[src/rtl/dda_line_pixel_stepper_top_macros.svh]
// ----------------------------------------------------------------------------
// dda line pixel stepper assertion macros
// concurrent checks clocked on clk_i, held off while rst_ni is low
// ----------------------------------------------------------------------------
`ifndef DDA_LINE_PIXEL_STEPPER_TOP_MACROS_SVH
`define DDA_LINE_PIXEL_STEPPER_TOP_MACROS_SVH

// consequent must hold in the same cycle as the antecedent
`define DDALS_ASSERT_NOW(label, ante, cons, msg) \
  label: assert property (@(posedge clk_i) disable iff (!rst_ni) (ante) |-> (cons)) \
    else $error(msg);

// consequent must hold in the cycle after the antecedent
`define DDALS_ASSERT_NEXT(label, ante, cons, msg) \
  label: assert property (@(posedge clk_i) disable iff (!rst_ni) (ante) |=> (cons)) \
    else $error(msg);

`endif

[src/rtl/ddals_pkg.sv]
// ----------------------------------------------------------------------------
// ddals_pkg
// shared widths, codes and transfer structs of the dda line pixel stepper
// ----------------------------------------------------------------------------
package ddals_pkg;

  localparam int COORD_BITS  = 12;
  localparam int FRAC_BITS   = 16;
  localparam int OUT_BITS    = COORD_BITS + 1;
  localparam int ACC_BITS    = OUT_BITS + FRAC_BITS;
  localparam int QUOT_BITS   = FRAC_BITS + 1;
  localparam int SLOPE_BITS  = FRAC_BITS + 2;
  localparam int CNT_BITS    = $clog2(FRAC_BITS + 1);
  localparam int QUEUE_DEPTH = 4;
  localparam int PTR_BITS    = $clog2(QUEUE_DEPTH);

  // gradient of exactly one, used for a single-point line
  localparam logic signed [SLOPE_BITS-1:0] SLOPE_ONE =
    {{(SLOPE_BITS-FRAC_BITS-1){1'b0}}, 1'b1, {FRAC_BITS{1'b0}}};

  typedef enum logic {
    OP_LOAD = 1'b0,
    OP_STEP = 1'b1
  } op_e;

  // classified item as it sits in the queue
  typedef struct packed {
    op_e                          op;
    logic                         steep;
    logic signed [COORD_BITS-1:0] mj0;
    logic signed [COORD_BITS-1:0] mj1;
    logic signed [COORD_BITS-1:0] mn0;
    logic        [COORD_BITS-1:0] dmaj;
    logic        [COORD_BITS-1:0] dmin_mag;
    logic                         dmin_neg;
    logic        [15:0]           color;
  } entry_t;

  typedef struct packed {
    logic                  start;
    logic [COORD_BITS-1:0] dividend;
    logic [COORD_BITS-1:0] divisor;
    logic                  neg;
  } div_req_t;

  typedef struct packed {
    logic                         done;
    logic signed [SLOPE_BITS-1:0] quotient;
  } div_rsp_t;

endpackage

[src/rtl/dda_line_pixel_stepper_top.sv]
// ----------------------------------------------------------------------------
// dda_line_pixel_stepper_top
// fixed-point dda line stepper: loads a line, then gives one column per step
// ----------------------------------------------------------------------------
// usage
//   input channel: push_i with full_o; a transfer happens when push_i is high
//   and full_o is low. operation_i low loads a line (two endpoints and a
//   colour) and gives no result; operation_i high asks for the next column.
//   result channel: empty_o with pop_i; the oldest result sits on the result
//   ports while empty_o is low and leaves on a transfer with pop_i high.
//   order: a step item passes through the queue and then the result register
//   before its column shows. a load with a non-zero major span occupies the
//   back end for launch, the 17 quotient bits (one per divider iteration) and
//   writeback; a single-point line loads without the divider.
//   throughput: one column per cycle while the receiver keeps popping and
//   no load divides; a four-entry queue keeps items arriving during a divide.
//   a step with no line in progress is taken and dropped; the final column
//   carries last_column_o and ends the line.
//   reset: rst_ni clears the queue, the line state and the result register.
//   when the receiver stalls the result holds, the back end waits, the queue
//   fills and full_o then stops further input.
// ----------------------------------------------------------------------------
module dda_line_pixel_stepper_top (
  input  logic                                   clk_i,
  input  logic                                   rst_ni,
  input  logic                                   push_i,
  output logic                                   full_o,
  input  logic                                   operation_i,
  input  logic signed [ddals_pkg::COORD_BITS-1:0] first_a_i,
  input  logic signed [ddals_pkg::COORD_BITS-1:0] first_b_i,
  input  logic signed [ddals_pkg::COORD_BITS-1:0] second_a_i,
  input  logic signed [ddals_pkg::COORD_BITS-1:0] second_b_i,
  input  logic        [15:0]                      line_color_i,
  output logic                                   empty_o,
  input  logic                                   pop_i,
  output logic signed [ddals_pkg::OUT_BITS-1:0]   main_h_o,
  output logic signed [ddals_pkg::OUT_BITS-1:0]   main_v_o,
  output logic signed [ddals_pkg::OUT_BITS-1:0]   side_h_o,
  output logic signed [ddals_pkg::OUT_BITS-1:0]   side_v_o,
  output logic        [15:0]                      pixel_color_o,
  output logic                                   last_column_o
);

  // classified item from the front, head of the queue for the back
  ddals_pkg::entry_t   front_entry, head_entry;
  logic                q_empty, q_pop;
  ddals_pkg::div_req_t div_req;
  ddals_pkg::div_rsp_t div_rsp;

  // front: axis choice, endpoint order and spans, all in the transfer cycle
  ddals_front u_front (
    .operation_i  (operation_i),
    .first_a_i    (first_a_i),
    .first_b_i    (first_b_i),
    .second_a_i   (second_a_i),
    .second_b_i   (second_b_i),
    .line_color_i (line_color_i),
    .entry_o      (front_entry)
  );

  // decoupling queue; its full flag is the input back-pressure
  ddals_queue u_queue (
    .clk_i     (clk_i),
    .rst_ni    (rst_ni),
    .wr_en_i   (push_i),
    .wr_data_i (front_entry),
    .full_o    (full_o),
    .rd_en_i   (q_pop),
    .rd_data_o (head_entry),
    .empty_o   (q_empty)
  );

  // gradient divider, only busy while a line loads
  ddals_div u_div (
    .clk_i  (clk_i),
    .rst_ni (rst_ni),
    .req_i  (div_req),
    .rsp_o  (div_rsp)
  );

  // back: line state, column stepping and the result register
  ddals_back u_back (
    .clk_i         (clk_i),
    .rst_ni        (rst_ni),
    .q_empty_i     (q_empty),
    .q_data_i      (head_entry),
    .q_pop_o       (q_pop),
    .div_req_o     (div_req),
    .div_rsp_i     (div_rsp),
    .pop_i         (pop_i),
    .empty_o       (empty_o),
    .main_h_o      (main_h_o),
    .main_v_o      (main_v_o),
    .side_h_o      (side_h_o),
    .side_v_o      (side_v_o),
    .pixel_color_o (pixel_color_o),
    .last_column_o (last_column_o)
  );

endmodule

[src/rtl/ddals_front.sv]
// ----------------------------------------------------------------------------
// ddals_front
// classifies an incoming item: major axis, endpoint order and span magnitudes
// ----------------------------------------------------------------------------
module ddals_front (
  input  logic                                   operation_i,
  input  logic signed [ddals_pkg::COORD_BITS-1:0] first_a_i,
  input  logic signed [ddals_pkg::COORD_BITS-1:0] first_b_i,
  input  logic signed [ddals_pkg::COORD_BITS-1:0] second_a_i,
  input  logic signed [ddals_pkg::COORD_BITS-1:0] second_b_i,
  input  logic        [15:0]                      line_color_i,
  output ddals_pkg::entry_t                       entry_o
);

  localparam int CB = ddals_pkg::COORD_BITS;

  logic signed [CB:0]   diff_a, diff_b, neg_a, neg_b;
  logic        [CB-1:0] mag_a, mag_b;
  logic signed [CB-1:0] maj_first, maj_second, min_first, min_second;
  logic                 steep, swap;

  always_comb begin
    diff_a = {second_a_i[CB-1], second_a_i} - {first_a_i[CB-1], first_a_i};
    diff_b = {second_b_i[CB-1], second_b_i} - {first_b_i[CB-1], first_b_i};
    neg_a  = -diff_a;
    neg_b  = -diff_b;
    mag_a  = diff_a[CB] ? neg_a[CB-1:0] : diff_a[CB-1:0];
    mag_b  = diff_b[CB] ? neg_b[CB-1:0] : diff_b[CB-1:0];
    steep  = mag_a > mag_b;

    maj_first  = steep ? first_a_i  : first_b_i;
    maj_second = steep ? second_a_i : second_b_i;
    min_first  = steep ? first_b_i  : first_a_i;
    min_second = steep ? second_b_i : second_a_i;
    swap       = maj_first > maj_second;

    entry_o.op       = ddals_pkg::op_e'(operation_i);
    entry_o.steep    = steep;
    entry_o.mj0      = swap ? maj_second : maj_first;
    entry_o.mj1      = swap ? maj_first  : maj_second;
    entry_o.mn0      = swap ? min_second : min_first;
    entry_o.dmaj     = steep ? mag_a : mag_b;
    entry_o.dmin_mag = steep ? mag_b : mag_a;
    // minor span changes sign when the endpoints trade places
    entry_o.dmin_neg = (steep ? diff_b[CB] : diff_a[CB]) ^ swap;
    entry_o.color    = line_color_i;
  end

endmodule

[src/rtl/ddals_queue.sv]
// ----------------------------------------------------------------------------
// ddals_queue
// short first-in first-out queue between the front and the back
// ----------------------------------------------------------------------------
module ddals_queue (
  input  logic              clk_i,
  input  logic              rst_ni,
  input  logic              wr_en_i,
  input  ddals_pkg::entry_t wr_data_i,
  output logic              full_o,
  input  logic              rd_en_i,
  output ddals_pkg::entry_t rd_data_o,
  output logic              empty_o
);

  localparam int PB = ddals_pkg::PTR_BITS;

  ddals_pkg::entry_t mem_q [ddals_pkg::QUEUE_DEPTH];
  logic [PB-1:0]     wr_ptr_q, rd_ptr_q;
  logic [PB:0]       count_q;
  logic              do_wr, do_rd;

  assign full_o    = count_q == (PB+1)'(ddals_pkg::QUEUE_DEPTH);
  assign empty_o   = count_q == '0;
  assign do_wr     = wr_en_i && !full_o;
  assign do_rd     = rd_en_i && !empty_o;
  assign rd_data_o = mem_q[rd_ptr_q];

  always_ff @(posedge clk_i) begin
    if (do_wr) begin
      mem_q[wr_ptr_q] <= wr_data_i;
    end
  end

  always_ff @(posedge clk_i or negedge rst_ni) begin
    if (!rst_ni) begin
      wr_ptr_q <= '0;
      rd_ptr_q <= '0;
      count_q  <= '0;
    end else begin
      if (do_wr) begin
        wr_ptr_q <= wr_ptr_q + PB'(1);
      end
      if (do_rd) begin
        rd_ptr_q <= rd_ptr_q + PB'(1);
      end
      if (do_wr && !do_rd) begin
        count_q <= count_q + (PB+1)'(1);
      end else if (do_rd && !do_wr) begin
        count_q <= count_q - (PB+1)'(1);
      end
    end
  end

endmodule

[src/rtl/ddals_div.sv]
// ----------------------------------------------------------------------------
// ddals_div
// restoring divider for the gradient, one quotient bit per cycle
// ----------------------------------------------------------------------------
module ddals_div (
  input  logic                clk_i,
  input  logic                rst_ni,
  input  ddals_pkg::div_req_t req_i,
  output ddals_pkg::div_rsp_t rsp_o
);

  localparam int CB = ddals_pkg::COORD_BITS;
  localparam int QB = ddals_pkg::QUOT_BITS;
  localparam int SB = ddals_pkg::SLOPE_BITS;
  localparam int NB = ddals_pkg::CNT_BITS;

  logic          busy_q, done_q, neg_q;
  logic [NB-1:0] cnt_q;
  logic [CB:0]   rem_q, trial, rem_next;
  logic [CB-1:0] div_q;
  logic [QB-1:0] quot_q;
  logic          ge;
  logic [SB-1:0] quot_ext;

  always_comb begin
    // first step tests the integer bit, later steps bring in a zero
    trial    = (cnt_q == '0) ? rem_q : {rem_q[CB-1:0], 1'b0};
    ge       = trial >= {1'b0, div_q};
    rem_next = ge ? trial - {1'b0, div_q} : trial;
    quot_ext = {{(SB-QB){1'b0}}, quot_q};
    rsp_o.done     = done_q;
    rsp_o.quotient = neg_q ? -quot_ext : quot_ext;
  end

  always_ff @(posedge clk_i or negedge rst_ni) begin
    if (!rst_ni) begin
      busy_q <= 1'b0;
      done_q <= 1'b0;
      neg_q  <= 1'b0;
      cnt_q  <= '0;
      rem_q  <= '0;
      div_q  <= '0;
      quot_q <= '0;
    end else begin
      done_q <= 1'b0;
      if (req_i.start) begin
        busy_q <= 1'b1;
        neg_q  <= req_i.neg;
        cnt_q  <= '0;
        rem_q  <= {1'b0, req_i.dividend};
        div_q  <= req_i.divisor;
        quot_q <= '0;
      end else if (busy_q) begin
        rem_q  <= rem_next;
        quot_q <= {quot_q[QB-2:0], ge};
        cnt_q  <= cnt_q + NB'(1);
        if (cnt_q == NB'(ddals_pkg::FRAC_BITS)) begin
          busy_q <= 1'b0;
          done_q <= 1'b1;
        end
      end
    end
  end

endmodule

[src/rtl/ddals_back.sv]
// ----------------------------------------------------------------------------
// ddals_back
// line state, column stepping and the result register
// ----------------------------------------------------------------------------
module ddals_back (
  input  logic                                   clk_i,
  input  logic                                   rst_ni,
  input  logic                                   q_empty_i,
  input  ddals_pkg::entry_t                      q_data_i,
  output logic                                   q_pop_o,
  output ddals_pkg::div_req_t                    div_req_o,
  input  ddals_pkg::div_rsp_t                    div_rsp_i,
  input  logic                                   pop_i,
  output logic                                   empty_o,
  output logic signed [ddals_pkg::OUT_BITS-1:0]  main_h_o,
  output logic signed [ddals_pkg::OUT_BITS-1:0]  main_v_o,
  output logic signed [ddals_pkg::OUT_BITS-1:0]  side_h_o,
  output logic signed [ddals_pkg::OUT_BITS-1:0]  side_v_o,
  output logic        [15:0]                     pixel_color_o,
  output logic                                   last_column_o
);

  `include "dda_line_pixel_stepper_top_macros.svh"

  localparam int CB = ddals_pkg::COORD_BITS;
  localparam int OB = ddals_pkg::OUT_BITS;
  localparam int AB = ddals_pkg::ACC_BITS;
  localparam int FB = ddals_pkg::FRAC_BITS;
  localparam int SB = ddals_pkg::SLOPE_BITS;

  typedef enum logic {
    S_RUN,
    S_DIV
  } state_e;

  state_e               state_q;
  logic                 active_q, steep_q, out_valid_q;
  logic signed [OB-1:0] major_pos_q, major_end_q;
  logic signed [AB-1:0] accum_q;
  logic signed [SB-1:0] slope_q;
  logic        [15:0]   color_q;

  logic                 take_load, take_step, emit, slot_free, last;
  logic signed [OB-1:0] minor, minor_up;
  logic signed [AB-1:0] slope_ext;

  always_comb begin
    slot_free = !out_valid_q || pop_i;
    take_load = (state_q == S_RUN) && !q_empty_i && (q_data_i.op == ddals_pkg::OP_LOAD);
    take_step = (state_q == S_RUN) && !q_empty_i && (q_data_i.op == ddals_pkg::OP_STEP)
                && (!active_q || slot_free);
    // a step with no line in progress is dropped
    emit      = take_step && active_q;
    q_pop_o   = take_load || take_step;

    div_req_o.start    = take_load && (q_data_i.dmaj != '0);
    div_req_o.dividend = q_data_i.dmin_mag;
    div_req_o.divisor  = q_data_i.dmaj;
    div_req_o.neg      = q_data_i.dmin_neg;

    // truncate toward zero: floor, then bump negatives with a fraction
    minor     = accum_q[AB-1:FB]
              + OB'(accum_q[AB-1] && (accum_q[FB-1:0] != '0));
    minor_up  = minor + OB'(1);
    last      = major_pos_q >= major_end_q;
    slope_ext = {{(AB-SB){slope_q[SB-1]}}, slope_q};
  end

  assign empty_o = !out_valid_q;

  always_ff @(posedge clk_i or negedge rst_ni) begin
    if (!rst_ni) begin
      state_q       <= S_RUN;
      active_q      <= 1'b0;
      steep_q       <= 1'b0;
      out_valid_q   <= 1'b0;
      major_pos_q   <= '0;
      major_end_q   <= '0;
      accum_q       <= '0;
      slope_q       <= '0;
      color_q       <= '0;
      main_h_o      <= '0;
      main_v_o      <= '0;
      side_h_o      <= '0;
      side_v_o      <= '0;
      pixel_color_o <= '0;
      last_column_o <= 1'b0;
    end else begin
      unique case (state_q)
        S_RUN: begin
          if (take_load) begin
            steep_q     <= q_data_i.steep;
            major_pos_q <= {q_data_i.mj0[CB-1], q_data_i.mj0};
            major_end_q <= {q_data_i.mj1[CB-1], q_data_i.mj1};
            accum_q     <= {q_data_i.mn0[CB-1], q_data_i.mn0, {FB{1'b0}}};
            color_q     <= q_data_i.color;
            if (q_data_i.dmaj == '0) begin
              slope_q  <= ddals_pkg::SLOPE_ONE;
              active_q <= 1'b1;
            end else begin
              active_q <= 1'b0;
              state_q  <= S_DIV;
            end
          end else if (emit) begin
            if (last) begin
              active_q <= 1'b0;
            end else begin
              major_pos_q <= major_pos_q + OB'(1);
              accum_q     <= accum_q + slope_ext;
            end
          end
        end
        S_DIV: begin
          if (div_rsp_i.done) begin
            slope_q  <= div_rsp_i.quotient;
            active_q <= 1'b1;
            state_q  <= S_RUN;
          end
        end
        default: begin
          state_q <= S_RUN;
        end
      endcase

      if (emit) begin
        out_valid_q   <= 1'b1;
        main_h_o      <= steep_q ? minor       : major_pos_q;
        main_v_o      <= steep_q ? major_pos_q : minor;
        side_h_o      <= steep_q ? minor_up    : major_pos_q;
        side_v_o      <= steep_q ? major_pos_q : minor_up;
        pixel_color_o <= color_q;
        last_column_o <= last;
      end else if (pop_i) begin
        out_valid_q <= 1'b0;
      end
    end
  end

  `DDALS_ASSERT_NOW(a_div_start_in_run, div_req_o.start, state_q == S_RUN, "divide started mid-load")
  `DDALS_ASSERT_NOW(a_no_pop_in_div, state_q == S_DIV, !q_pop_o, "queue popped during divide")
  `DDALS_ASSERT_NOW(a_done_in_div, div_rsp_i.done, state_q == S_DIV, "stray divider completion")
  `DDALS_ASSERT_NOW(a_emit_has_room, emit, slot_free, "result register overwritten")
  `DDALS_ASSERT_NEXT(a_last_ends_line, emit && last, !active_q, "line still active after last")

endmodule
[config.mk]
export PLATFORM = sky130hd
export DESIGN_NAME = dda_line_pixel_stepper_top
export DESIGN_NICKNAME = d
export VERILOG_FILES = /design/src/rtl/ddals_pkg.sv /design/src/rtl/dda_line_pixel_stepper_top.sv /design/src/rtl/ddals_front.sv /design/src/rtl/ddals_queue.sv /design/src/rtl/ddals_div.sv /design/src/rtl/ddals_back.sv
export VERILOG_INCLUDE_DIRS = /design/src /design/src/rtl
export SDC_FILE = /design/constraint.sdc
export NUM_CORES = 1
export LEC_CHECK = 0
export BUFFER_PORTS_ARGS = -buffer_cell sky130_fd_sc_hd__clkbuf_2
export CAP_MARGIN = 20
export CORE_ASPECT_RATIO = 1.2
export CORE_MARGIN = 4
export CORE_UTILIZATION = 62
export CTS_CLUSTER_SIZE = 16
export DETAILED_ROUTE_END_ITERATION = 7
export PLACE_DENSITY = 0.81
export SYNTH_ARGS = -nofsm -noshare
export SYNTH_HDL_FRONTEND = slang
export SYNTH_SLANG_ARGS = --single-unit
[constraint.sdc]
create_clock -name clk_i -period 11.75 [get_ports clk_i]
set_input_delay 0.5875 -clock clk_i [delete_from_list [all_inputs] [get_ports clk_i]]
set_output_delay 0.5875 -clock clk_i [all_outputs]
set_load 0.01 [all_outputs]
# ---- After elaboration in Yosys (flattened, before gate mapping)
# Memory sizes are Yosys's and may differ from the RTL's.
# Cells that the tools add are included.
dict set report word_totals {
  memories 1
  elab_cells 146
  reg_bits 218
  ramBits 316
}
# memory depth word_bits rd rd_clocked_by_memory_dff write_ports line_no
set memory_table {}
lappend memory_table {u_queue.mem_q 4 79 1 0 1 ddals_queue.sv:18} ;# ddals_pkg::entry_t mem_q [ddals_pkg::QUEUE_DEPTH];
dict set report op_classes {
  muxes 57
  n_eq_ne 8
  n_reduce_logical 33
  add_sub_neg 15
  magnitude_cmp 4
  bitwise 3
}
# operator n
set op_table {}
lappend op_table {{$mux W13} 11}
lappend op_table {{$mux W12} 11}
lappend op_table {{$mux W29} 3}
lappend op_table {{$mux W18} 4}
lappend op_table {{$pmux W18 S2} 1}
lappend op_table {{$mux W17} 2}
lappend op_table {{$add A29 B18 Y29} 1}
lappend op_table {{$add A13 B2 Y13 const B} 2}
lappend op_table {{$ge A13 B12 Y1} 2}
lappend op_table {{$sub A12 B12 Y13} 2}
lappend op_table {{$gt A12 B12 Y1} 2}
lappend op_table {{$neg A12 Y12} 2}
lappend op_table {{$mux W1} 19}
lappend op_table {{$neg A17 Y18} 1}
lappend op_table {{$reduce_bool A16 Y1} 1}
lappend op_table {{$add A13 B1 Y13} 1}
lappend op_table {{$sub A13 B12 Y13} 1}
lappend op_table {{$logic_not A12 Y1} 1}
lappend op_table {{$reduce_bool A12 Y1} 1}
lappend op_table {{$logic_and A1 B1 Y1} 11}
lappend op_table {{$mux W5} 2}
lappend op_table {{$reduce_and A3 Y1} 3}
lappend op_table {{$reduce_bool A2 Y1} 4}
lappend op_table {{$logic_not A1 Y1} 6}
lappend op_table {{other kinds (17)} 26}

# ---- Longest topological paths before layout
# Gate-level depths: netlist of the first run.
dict set report depth {
  ltp_word 10
  ltp_mapped 36
  mapped_depth_nobuf 33
}

# ---- By module
# Synthesis of the first run repeated with hierarchy kept, for this count alone.
dict set report hier_totals {
  hier_cells 2368
  hier_area_um2 28064.4
}
# mod area_per_inst_um2 instances seq_area_each_um2 cells_each
set by_module_without_submodules {}
lappend by_module_without_submodules {ddals_queue 11905.2 1 9664.3 449}
lappend by_module_without_submodules {ddals_back 9157.5 1 4028.9 1069}
lappend by_module_without_submodules {ddals_front 3679.8 1 0.0 500}
lappend by_module_without_submodules {ddals_div 3321.9 1 1251.2 350}

# ---- Worst setup path after synthesis of the first run
# Ideal clock, no wire load.
dict set report synth_path {
  kind {input to register}
  start {input port second_b_i[0] (netlist bit)}
  end {memory u_queue.mem_q[0][49] (netlist bit), data pin}
  setup_slack_ns 4.438
  n_path_buf 2
  required_time_ns 11.458
  cell_stages 32
  t_arrival_ns 7.020
  setup_ns 0.292
  cell_sequence {inv_1 ha_1 fa_1 nor2b_4 o211ai_1 a21boi_0 o22a_1 xor2_1 or4_4 o41ai_1 a21boi_2 xnor2_2 ha_1 nand4_1 nor3_1 a2111oi_0 nor2_1 buf_1 mux2i_1 inv_1 ha_1 nor2b_1 o21a_1 o21a_1 o21ai_0 nand2b_1 a21oi_1 o2111ai_1 a31oi_1 clkbuf_1 mux2i_1 mux2i_1}
}
# element line_no
set synth_rtl {}
lappend synth_rtl {{start, declared} dda_line_pixel_stepper_top.sv:32} ;# input logic signed [ddals_pkg::COORD_BITS-1:0] second_b_i,
lappend synth_rtl {{end, declared} ddals_queue.sv:18}

==> flow_metrics.tcl, run 1 <==
set metrics [dict create \
    result_of_the_run "complete, no violations" \
    timing_max_transition_violations_final 0 \
    total_leakage_power_uw 0.0125 \
    synth.yosys.seq_area_share 0.551 \
    power.density_cell_area_nw_per_um2 299 \
    report.final.setup_viol 0 \
    setup-tns-final_ns 0 \
    fin_hold_ws_ns 0.0175 \
    synth_seq_cells 534 \
    cp.arrival_ns 8.60 \
    area_occupied_by_multi_input_gates_um2 11400 \
    async_flop_share 0.408 \
    clk_path_buf_depth 3 \
    first_pass_iters 5 \
    wl_um 63300 \
    placement.io_buffers 139 \
    die_outline_area_um2 47200 \
    insertion_delay_ns 0.58 \
    grt_max_degree 119 \
    max-cap-violations 0 \
    report.power.total_uw 8950 \
    layout_commonest_cell "sky130_fd_sc_hd__edfxtp_1" \
    syn_nets 2433 \
    vias_per_cell 6.12 \
    per_instance_average_area_after_synthesis_um2 12.1 \
    worst_clock_skew_ns 0.0216 \
    vias 18000 \
    numClockSinks 534 \
    critical_path.max_fanout 40 \
    antenna_violations_before_repair 3 \
    cts_tree "built" \
    reg2reg_setup_slack_ns 7.37 \
    final.setup.worst_slack_ns 3.41 \
    clk_root_buffer_cell "sky130_fd_sc_hd__clkbuf_16" \
    ir_worst_vdd_uv 248 \
    chip_width_um 199 \
    postCtsResizedCells 0 \
    grt_pass1_vias 18200 \
    total_i_o_pin_count 140 \
    cts_inserted_buffers 48 \
    drt_drc_violations_left 0 \
    drt_iter0_markers 1398 \
    hold_violations 0 \
    core_area_um2 43000 \
    dp_slack_ns 2.93 \
    max_slew_margin_vs_limit 0.281 \
    final_layout_size_suffix_gt1_frac 0.156 \
    worst_path_largest_cell_delay_ns 0.82 \
    critical-path-top-delay-family "simple AND/OR/NAND/NOR gates" \
    routed_wire_length_per_instance_um 21.5 \
    rr_startpoint "u_back.accum_q[1]" \
    synth_cells 2244 \
    cts_setup_buffers 0 \
    die_h_um 237 \
    cts_htree_levels 2 \
    number_of_synthesized_flops_with_an_enable_pin 316 \
    crit_type "in -> reg" \
    grt.overflow.total 0 \
    post-dp-hpwl_um 44500 \
    critical_path.most_common_cell "sky130_fd_sc_hd__ha_1" \
    rr_worst_depth 14 \
    yosys_warnings 0 \
    setup.worst_path.start_class "input pin" \
    post-route-min-period_ns 8.34 \
    layout.cells.most_common_list "sky130_fd_sc_hd__edfxtp_1, sky130_fd_sc_hd__nand2_1, sky130_fd_sc_hd__dfrtp_1, sky130_fd_sc_hd__o21ai_0, sky130_fd_sc_hd__mux2i_1" \
    path_clk_slew_ns 0.06 \
    fillers 3000 \
    crit_path_end_kind "register" \
    max_freq_mhz 120 \
    ant_nets 0 \
    cp_slowest_cell "sky130_fd_sc_hd__nor2_4" \
    gp_congestion 0.928 \
    grt_first_pass_wirelength_um 99500 \
    rows 83 \
    grt_setup_unrepaired "no" \
    synth_ff_type "sky130_fd_sc_hd__edfxtp_1" \
    grtUsageTotal 0.269 \
    post_synth_instance_area_um2 27100 \
    min-delay-path-class "in -> async" \
    start_util 0.631 \
    num-nets-final 2544 \
    timing_worst_slew_pin_value_ns 1.08 \
    final_core_utilization 0.696 \
    worstReg2RegEnd "u_back.side_v_o[11]" \
    timing.critical_path.required_ns 12.02 \
    yosysUniqueCellTypes 72 \
    fin_crit_sh 0.709 \
    beginning_of_the_critical_path "first_b_i[0]" \
    syn2layout_area_growth_pct 10.3 \
    post_cts_hold_buffer_count 0 \
    worstPathBufferInverterCount 4 \
    final-seq-area_um2 15000 \
]
layer usage:
metal / global-route usage / routed length [um]
met5: 0 / 21
met4: 0.0879 / 2030
met3: 0.0342 / 3510
met2: 0.467 / 32400
met1: 0.353 / 25300
area by class of cell:
cell class	count	area share
timing repair buffer	161	0.0292
sequential	534	0.500
clock inverter	22	0.00803
inverter	114	0.0143
multi-input combinational	1496	0.381
clock buffer	67	0.0439
tap	552	0.0231
antenna	1	0.0000837
metrics by stage:
step / std cells / cell area, um^2
final: 2947 / 29900
after global routing: 2947 / 29900
after CTS: 2946 / 29900
after detailed placement: 2857 / 28400
after global placement: 2856 / 28300
after floorplan: 2244 / 27100
worst reg2reg max path: stages, from the launching register on:
cell and delay [ns]:
sky130_fd_sc_hd__dfrtp_1 0.43, sky130_fd_sc_hd__nor4_1 0.63, sky130_fd_sc_hd__a41oi_1 0.25, sky130_fd_sc_hd__ha_1 0.26, sky130_fd_sc_hd__ha_1 0.29, sky130_fd_sc_hd__xor2_1 0.38
sky130_fd_sc_hd__nand3_1 0.20, sky130_fd_sc_hd__or3_1 0.44, sky130_fd_sc_hd__nor3_1 0.31, sky130_fd_sc_hd__nor3b_1 0.38, sky130_fd_sc_hd__nand2_1 0.12, sky130_fd_sc_hd__xnor2_1 0.23
sky130_fd_sc_hd__nor2_1 0.06, sky130_fd_sc_hd__a21oi_1 0.16, sky130_fd_sc_hd__o21ai_0 0.09
worst max-delay path by stage:
stage | end | depth (start not counted)
finish | u_queue.mem_q[1][62] | 27
global placement | u_queue.mem_q[0][62] | 31
detailed placement | u_queue.mem_q[0][62] | 31
CTS | u_queue.mem_q[2][43] | 32
floorplan | u_queue.mem_q[0][49] | 32
global route | u_queue.mem_q[2][43] | 29
kinds of logic after synthesis:
logic type | count (synthesis) | synth area share
mux | 249 | 0.130
fa+ha+maj | 120 | 0.0568
flops | 534 | 0.551
compound gates | 415 | 0.0935
buf+inv | 214 | 0.0308
simple gates | 589 | 0.0980
xor+xnor | 123 | 0.0400
Yosys cell counts, drive strengths merged, types with 65 or more instances:
library cell | number | area share
mux2i | 140 | 0.052
nor2 | 133 | 0.018
clkbuf | 75 | 0.010
ha | 115 | 0.053
o21ai | 162 | 0.030
dfrtp | 218 | 0.20
edfxtp | 316 | 0.35
mux4 | 79 | 0.066
xor2 | 65 | 0.021
inv | 114 | 0.016
a21oi | 89 | 0.016
nand2 | 263 | 0.036
sequential cells by signal, indices dropped and copies added (netlist names), 2 cells and up:
signal / flops
u_queue.mem_q: 316
u_back.accum_q: 29
u_back.slope_q: 18
u_div.quot_q: 17
u_back.color_q: 16
u_back.pixel_color_o: 16
u_back.main_h_o: 13
u_back.main_v_o: 13
u_back.major_pos_q: 13
u_back.side_h_o: 13
u_back.side_v_o: 13
u_div.rem_q: 13
u_back.major_end_q: 12
u_div.div_q: 12
u_div.cnt_q: 5
u_queue.count_q: 3
u_queue.rd_ptr_q: 2
u_queue.wr_ptr_q: 2
where the power goes:
| part | internal (uW) | leakage [uW] | switching [uW] |
|---|---|---|---|
| sequential | 2920 | 0.00565 | 466 |
| clock | 874 | 0.000759 | 672 |
| combinational | 1670 | 0.00607 | 2350 |
Note: power is estimated with default switching activity, not from simulation.
==> inputs of run 2 (changes only) <==
==> constraint.sdc (replaced) <==
create_clock -name clk_i -period 8.5 [get_ports clk_i]
set_input_delay 0.425 -clock clk_i [delete_from_list [all_inputs] [get_ports clk_i]]
set_output_delay 0.425 -clock clk_i [all_outputs]
set_load 0.01 [all_outputs]
==> flow_metrics.tcl, run 2 (same netlist as run 1, synthesis figures left out) <==
set metrics [dict create \
    result_of_the_run "complete, no violations" \
    largest_registers "u_queue.mem_q: 316 flops, u_back.accum_q: 29 flops, u_back.slope_q: 18 flops" \
    antenna_violations_before_repair 3 \
    grt_max_degree 113 \
    setup-tns-final_ns 0 \
    layout_commonest_cell "sky130_fd_sc_hd__edfxtp_1" \
    path_clk_slew_ns 0.07 \
    drt_iter0_markers 1454 \
    max-cap-violations 0 \
    vias 18100 \
    hold-path-cell-count 1 \
    worst_path_largest_cell_delay_ns 0.72 \
    fin_crit_sh 0.879 \
    core_area_um2 43000 \
    critical_path.max_fanout 19 \
    num-nets-final 2552 \
    clk_root_buffer_cell "sky130_fd_sc_hd__clkbuf_16" \
    timing.critical_path.required_ns 8.81 \
    crit_type "in -> reg" \
    grtUsageTotal 0.269 \
    drt_drc_violations_left 0 \
    cts_inserted_buffers 51 \
    ir_worst_vdd_uv 279 \
    routed_wire_length_per_instance_um 21.3 \
    die_outline_area_um2 47200 \
    cp.arrival_ns 7.78 \
    final_core_utilization 0.701 \
    post-route-min-period_ns 7.47 \
    cts_tree "built" \
    cts_htree_levels 2 \
    crit_path_end_kind "register" \
    max_slew_margin_vs_limit 0.336 \
    grt_setup_unrepaired "no" \
    layout.cells.most_common_list "sky130_fd_sc_hd__edfxtp_1, sky130_fd_sc_hd__nand2_1, sky130_fd_sc_hd__dfrtp_1, sky130_fd_sc_hd__o21ai_0, sky130_fd_sc_hd__mux2i_1" \
    rr_worst_depth 15 \
    cp_slowest_cell "sky130_fd_sc_hd__a2111oi_0" \
    reg2reg_setup_slack_ns 4.21 \
    total_i_o_pin_count 140 \
    start_util 0.631 \
    setup.worst_path.start_class "input pin" \
    die_h_um 237 \
    cts_setup_buffers 0 \
    grt_pass1_vias 18200 \
    timing_max_transition_violations_final 0 \
    clk_path_buf_depth 3 \
    rows 83 \
    flip_flop_count_of_the_largest_register_after_layout 316 \
    postCtsResizedCells 0 \
    timing_worst_slew_pin_value_ns 0.996 \
    wl_um 62900 \
    vias_per_cell 6.12 \
    total_leakage_power_uw 0.0126 \
    max_freq_mhz 134 \
    hold_start "line_color_i[3]" \
    report.final.setup_viol 0 \
    numClockSinks 534 \
    grt_first_pass_wirelength_um 99500 \
    rr_startpoint "u_div.cnt_q[0]" \
    holdPathEnd "u_queue.mem_q[3][3]" \
    hold_violations 0 \
    ant_nets 0 \
    chip_width_um 199 \
    worstReg2RegEnd "u_div.rem_q[1]" \
    power.density_cell_area_nw_per_um2 414 \
    grt.overflow.total 0 \
    post-dp-hpwl_um 43800 \
    worst_clock_skew_ns 0.0247 \
    antennaDiodeCount 0 \
    gp_congestion 0.930 \
    min-delay-path-class "in -> reg" \
    final_layout_size_suffix_gt1_frac 0.163 \
    placement.io_buffers 139 \
    syn2layout_area_growth_pct 11.1 \
    insertion_delay_ns 0.60 \
    registers.top_by_ff_count "u_queue.mem_q" \
    first_pass_iters 5 \
]
-- run 2: changes by cell type in the layout (fill, tap and decap cells not counted), sizes merged --
cell	change
dlygate4sd3	+1
clkinvlp	+4
clkinv	+3
buf	+4
diode	-1
-- run 2: repair_timing --
item | CTS | global route
hold buffers | 1 | 0
endpoints found under the setup margin | 0 | 0
endpoints found under the hold margin | 86 | 0
-- run 2: area by class of cell --
class | count | area [um^2]
multi-input combinational | 1496 | 11400
clock buffer | 67 | 1410
timing repair buffer | 166 | 936
inverter | 114 | 428
sequential | 534 | 15000
clock inverter | 29 | 298
tap | 552 | 691
fill | 2951 | 12900
-- run 2: worst max-delay path by stage --
stage	startpoint	to	slack, ns	cells past startpoint
global placement	first_a_i[2]	u_queue.mem_q[0][48]	0.82	32
CTS	second_b_i[0]	u_queue.mem_q[2][48]	1.15	32
floorplan	second_b_i[0]	u_queue.mem_q[0][49]	1.35	32
detailed placement	second_b_i[0]	u_queue.mem_q[1][48]	0.53	32
finish	second_b_i[0]	u_queue.mem_q[2][48]	1.03	32
global route	first_a_i[2]	u_queue.mem_q[1][52]	0.60	32
-- run 2: report_power, final --
part	leakage (uW)	switching [uW]	internal, uW
sequential	0.00565	617	4040
combinational	0.00611	3220	2320
clock	0.000830	973	1300
total	0.0126	4810	7660
-- run 2: layer usage --
layer  vias up  wire (um)  track usage
met2       632      31000        0.449
met3       151       3710       0.0465
met4         6       2620        0.103
met1      8863      25600        0.355
met5         -         43            0
li1       8456          -            -
-- run 2: critical path, delay by kind of cell --
family / cells / cell delay, ns
xor+xnor: 2 / 0.28
compound gates: 12 / 2.97
mux: 3 / 0.77
fa+ha+maj: 4 / 1.28
simple gates: 7 / 1.46
buf+inv: 4 / 0.59
-- run 2: per-stage QoR --
stage / hold WS, ns / std cells / worst slack (ns) / total power (uW) / instance area, um^2
after floorplan: 0.129 / 2244 / 1.35 / 8590 / 27100
after global placement: 0.453 / 2860 / 0.816 / 9900 / 28400
after detailed placement: 0.460 / 2860 / 0.529 / 10200 / 28400
after CTS: 0.00659 / 2957 / 1.15 / 12500 / 30100
after global routing: 0.0266 / 2958 / 0.599 / 13300 / 30100
final: 0.0407 / 2958 / 1.03 / 12500 / 30100
==> inputs of run 3 (changes only) <==
==> constraint.sdc (replaced) <==
create_clock -name clk_i -period 8 [get_ports clk_i]
set_input_delay 0.4 -clock clk_i [delete_from_list [all_inputs] [get_ports clk_i]]
set_output_delay 0.4 -clock clk_i [all_outputs]
set_load 0.01 [all_outputs]
==> flow_metrics.tcl, run 3 (same netlist as run 1, synthesis figures left out) <==
set metrics [dict create \
    result_of_the_run "complete, no violations" \
    antenna_violations_before_repair 5 \
    cp.arrival_ns 7.58 \
    routed_wire_length_per_instance_um 21.2 \
    vias 18300 \
    timing_worst_slew_pin_value_ns 1.07 \
    start_util 0.631 \
    flip_flop_count_of_the_largest_register_after_layout 316 \
    first_pass_iters 5 \
    chip_width_um 199 \
    drt_drc_violations_left 0 \
    grt.overflow.total 0 \
    final-seq-area_um2 15000 \
    drt_iter0_markers 1364 \
    setup.worst_path.start_class "input pin" \
    post-route-min-period_ns 7.19 \
    ir_worst_vdd_uv 249 \
    layout.cells.most_common_list "sky130_fd_sc_hd__edfxtp_1, sky130_fd_sc_hd__nand2_1, sky130_fd_sc_hd__dfrtp_1, sky130_fd_sc_hd__o21ai_0, sky130_fd_sc_hd__mux2i_1" \
    ant_nets 0 \
    cts_inserted_buffers 50 \
    min-delay-path-class "in -> reg" \
    hold_violations 0 \
    switching_share 0.384 \
    crit_path_end_kind "register" \
    grtUsageTotal 0.270 \
    cts_tree "built" \
    pwr-share-seq 0.371 \
    fillers 2888 \
    total_leakage_power_uw 0.0126 \
    wl_met1_um 25200 \
    area_occupied_by_multi_input_gates_um2 11400 \
    power.density_cell_area_nw_per_um2 443 \
    registers.top_by_ff_count "u_queue.mem_q" \
    p_comb_frac 0.441 \
    worst_path_largest_cell_delay_ns 0.61 \
    max-cap-violations 0 \
    syn2layout_area_growth_pct 11.6 \
    cts_htree_levels 2 \
    insertion_delay_ns 0.60 \
    wl_um 62900 \
    crit_type "in -> reg" \
    cts_setup_buffers 0 \
    fin_hold_ws_ns 0.0260 \
    max_slew_margin_vs_limit 0.287 \
    largest_registers "u_queue.mem_q: 316 flops, u_back.accum_q: 29 flops, u_back.slope_q: 18 flops" \
    gp_congestion 0.907 \
    post_cts_hold_buffer_count 9 \
    dp_slack_ns 0.305 \
    die_outline_area_um2 47200 \
    p_int_uw 8250 \
    postCtsResizedCells 0 \
    reg2reg_setup_slack_ns 3.43 \
    die_h_um 237 \
    num-nets-final 2561 \
    numClockSinks 534 \
    layout_commonest_cell "sky130_fd_sc_hd__edfxtp_1" \
    topRoutingLayerUsed "met5" \
    placement.io_buffers 139 \
    max_freq_mhz 139 \
    total_i_o_pin_count 140 \
    net-switching-power_uw 5140 \
    wl_met3_um 4160 \
    report.final.setup_viol 0 \
    timing.critical_path.required_ns 8.39 \
    wl_met2_um 31100 \
    grt_setup_unrepaired "no" \
    final_layout_size_suffix_gt1_frac 0.162 \
    fin_crit_sh 0.899 \
    cp_slowest_cell "sky130_fd_sc_hd__a2111oi_0" \
    grt_first_pass_wirelength_um 100000 \
    clk_root_buffer_cell "sky130_fd_sc_hd__clkbuf_16" \
    grt_pass1_vias 18800 \
    path_clk_slew_ns 0.07 \
    worst_clock_skew_ns 0.0339 \
    vias_per_cell 6.17 \
    final.setup.worst_slack_ns 0.810 \
    setup-tns-final_ns 0 \
    clk_path_buf_depth 3 \
    grt_max_degree 119 \
    timing_max_transition_violations_final 0 \
    core_area_um2 43000 \
    post-dp-hpwl_um 43600 \
    critical_path.max_fanout 17 \
    rows 83 \
    clockPowerShare 0.188 \
]
## run 3: layout make-up
type / count / area share
clock inverters: 37 / 0.0155
clock buffers: 56 / 0.0421
repair buffers: 176 / 0.0338
diodes: 1 / 0.0000827
flip-flops and latches: 534 / 0.494
well taps: 552 / 0.0228
multi-input cells: 1496 / 0.377
inverters: 114 / 0.0141
## run 3: final timing paths
check / startpoint / to / depth (start not counted)
max in group asynchronous: rst_ni / u_queue.rd_ptr_q[1] / 3
worst max-delay path: first_a_i[2] / u_queue.mem_q[3][72] / 32
worst min register to register: u_back.color_q[3] / u_back.color_q[3] / 2
min in group asynchronous: rst_ni / u_back.main_v_o[10] / 2
worst max register to register: u_div.cnt_q[0] / u_div.rem_q[2] / 16
worst min-delay path: line_color_i[13] / u_queue.mem_q[0][13] / 1
## run 3: stage by stage
stage / cells / total power, uW / utilization / area, um^2
2_1_floorplan: 2244 / 9130 / - / 27100
3_3_place_gp: 2862 / 10500 / 0.661 / 28400
6_report: 2966 / 13400 / 0.704 / 30300
4_1_cts: 2965 / 13400 / 0.704 / 30200
3_5_place_dp: 2863 / 10800 / 0.661 / 28400
5_1_grt: 2966 / 14300 / 0.704 / 30300
## run 3: per-layer routing
layer | GRT usage | up-vias
li1 | - | 8485
met1 | 0.357 | 9002
met2 | 0.454 | 664
met3 | 0.0465 | 150
met4 | 0.0968 | 6
met5 | 0 | -
## run 3: power by group through the flow
stage                     sequential, uW  clock, uW  combinational (uW)
after floorplan                     4760          0                4370
after global placement              4930          0                5580
after detailed placement            5000          0                5840
after CTS                           4960       2550                5920
after global routing                5070       2670                6510
final                               4960       2520                5910
## run 3: critical path: cells and delay by family
family / cells / cell delay (ns)
multiplexers: 2 / 0.74
AND/OR/NAND/NOR: 6 / 1.12
XOR/XNOR: 2 / 0.43
adder cells (fa/ha/maj): 3 / 0.98
buffers and inverters: 7 / 1.19
AO/OA/AOI/OAI: 12 / 2.70
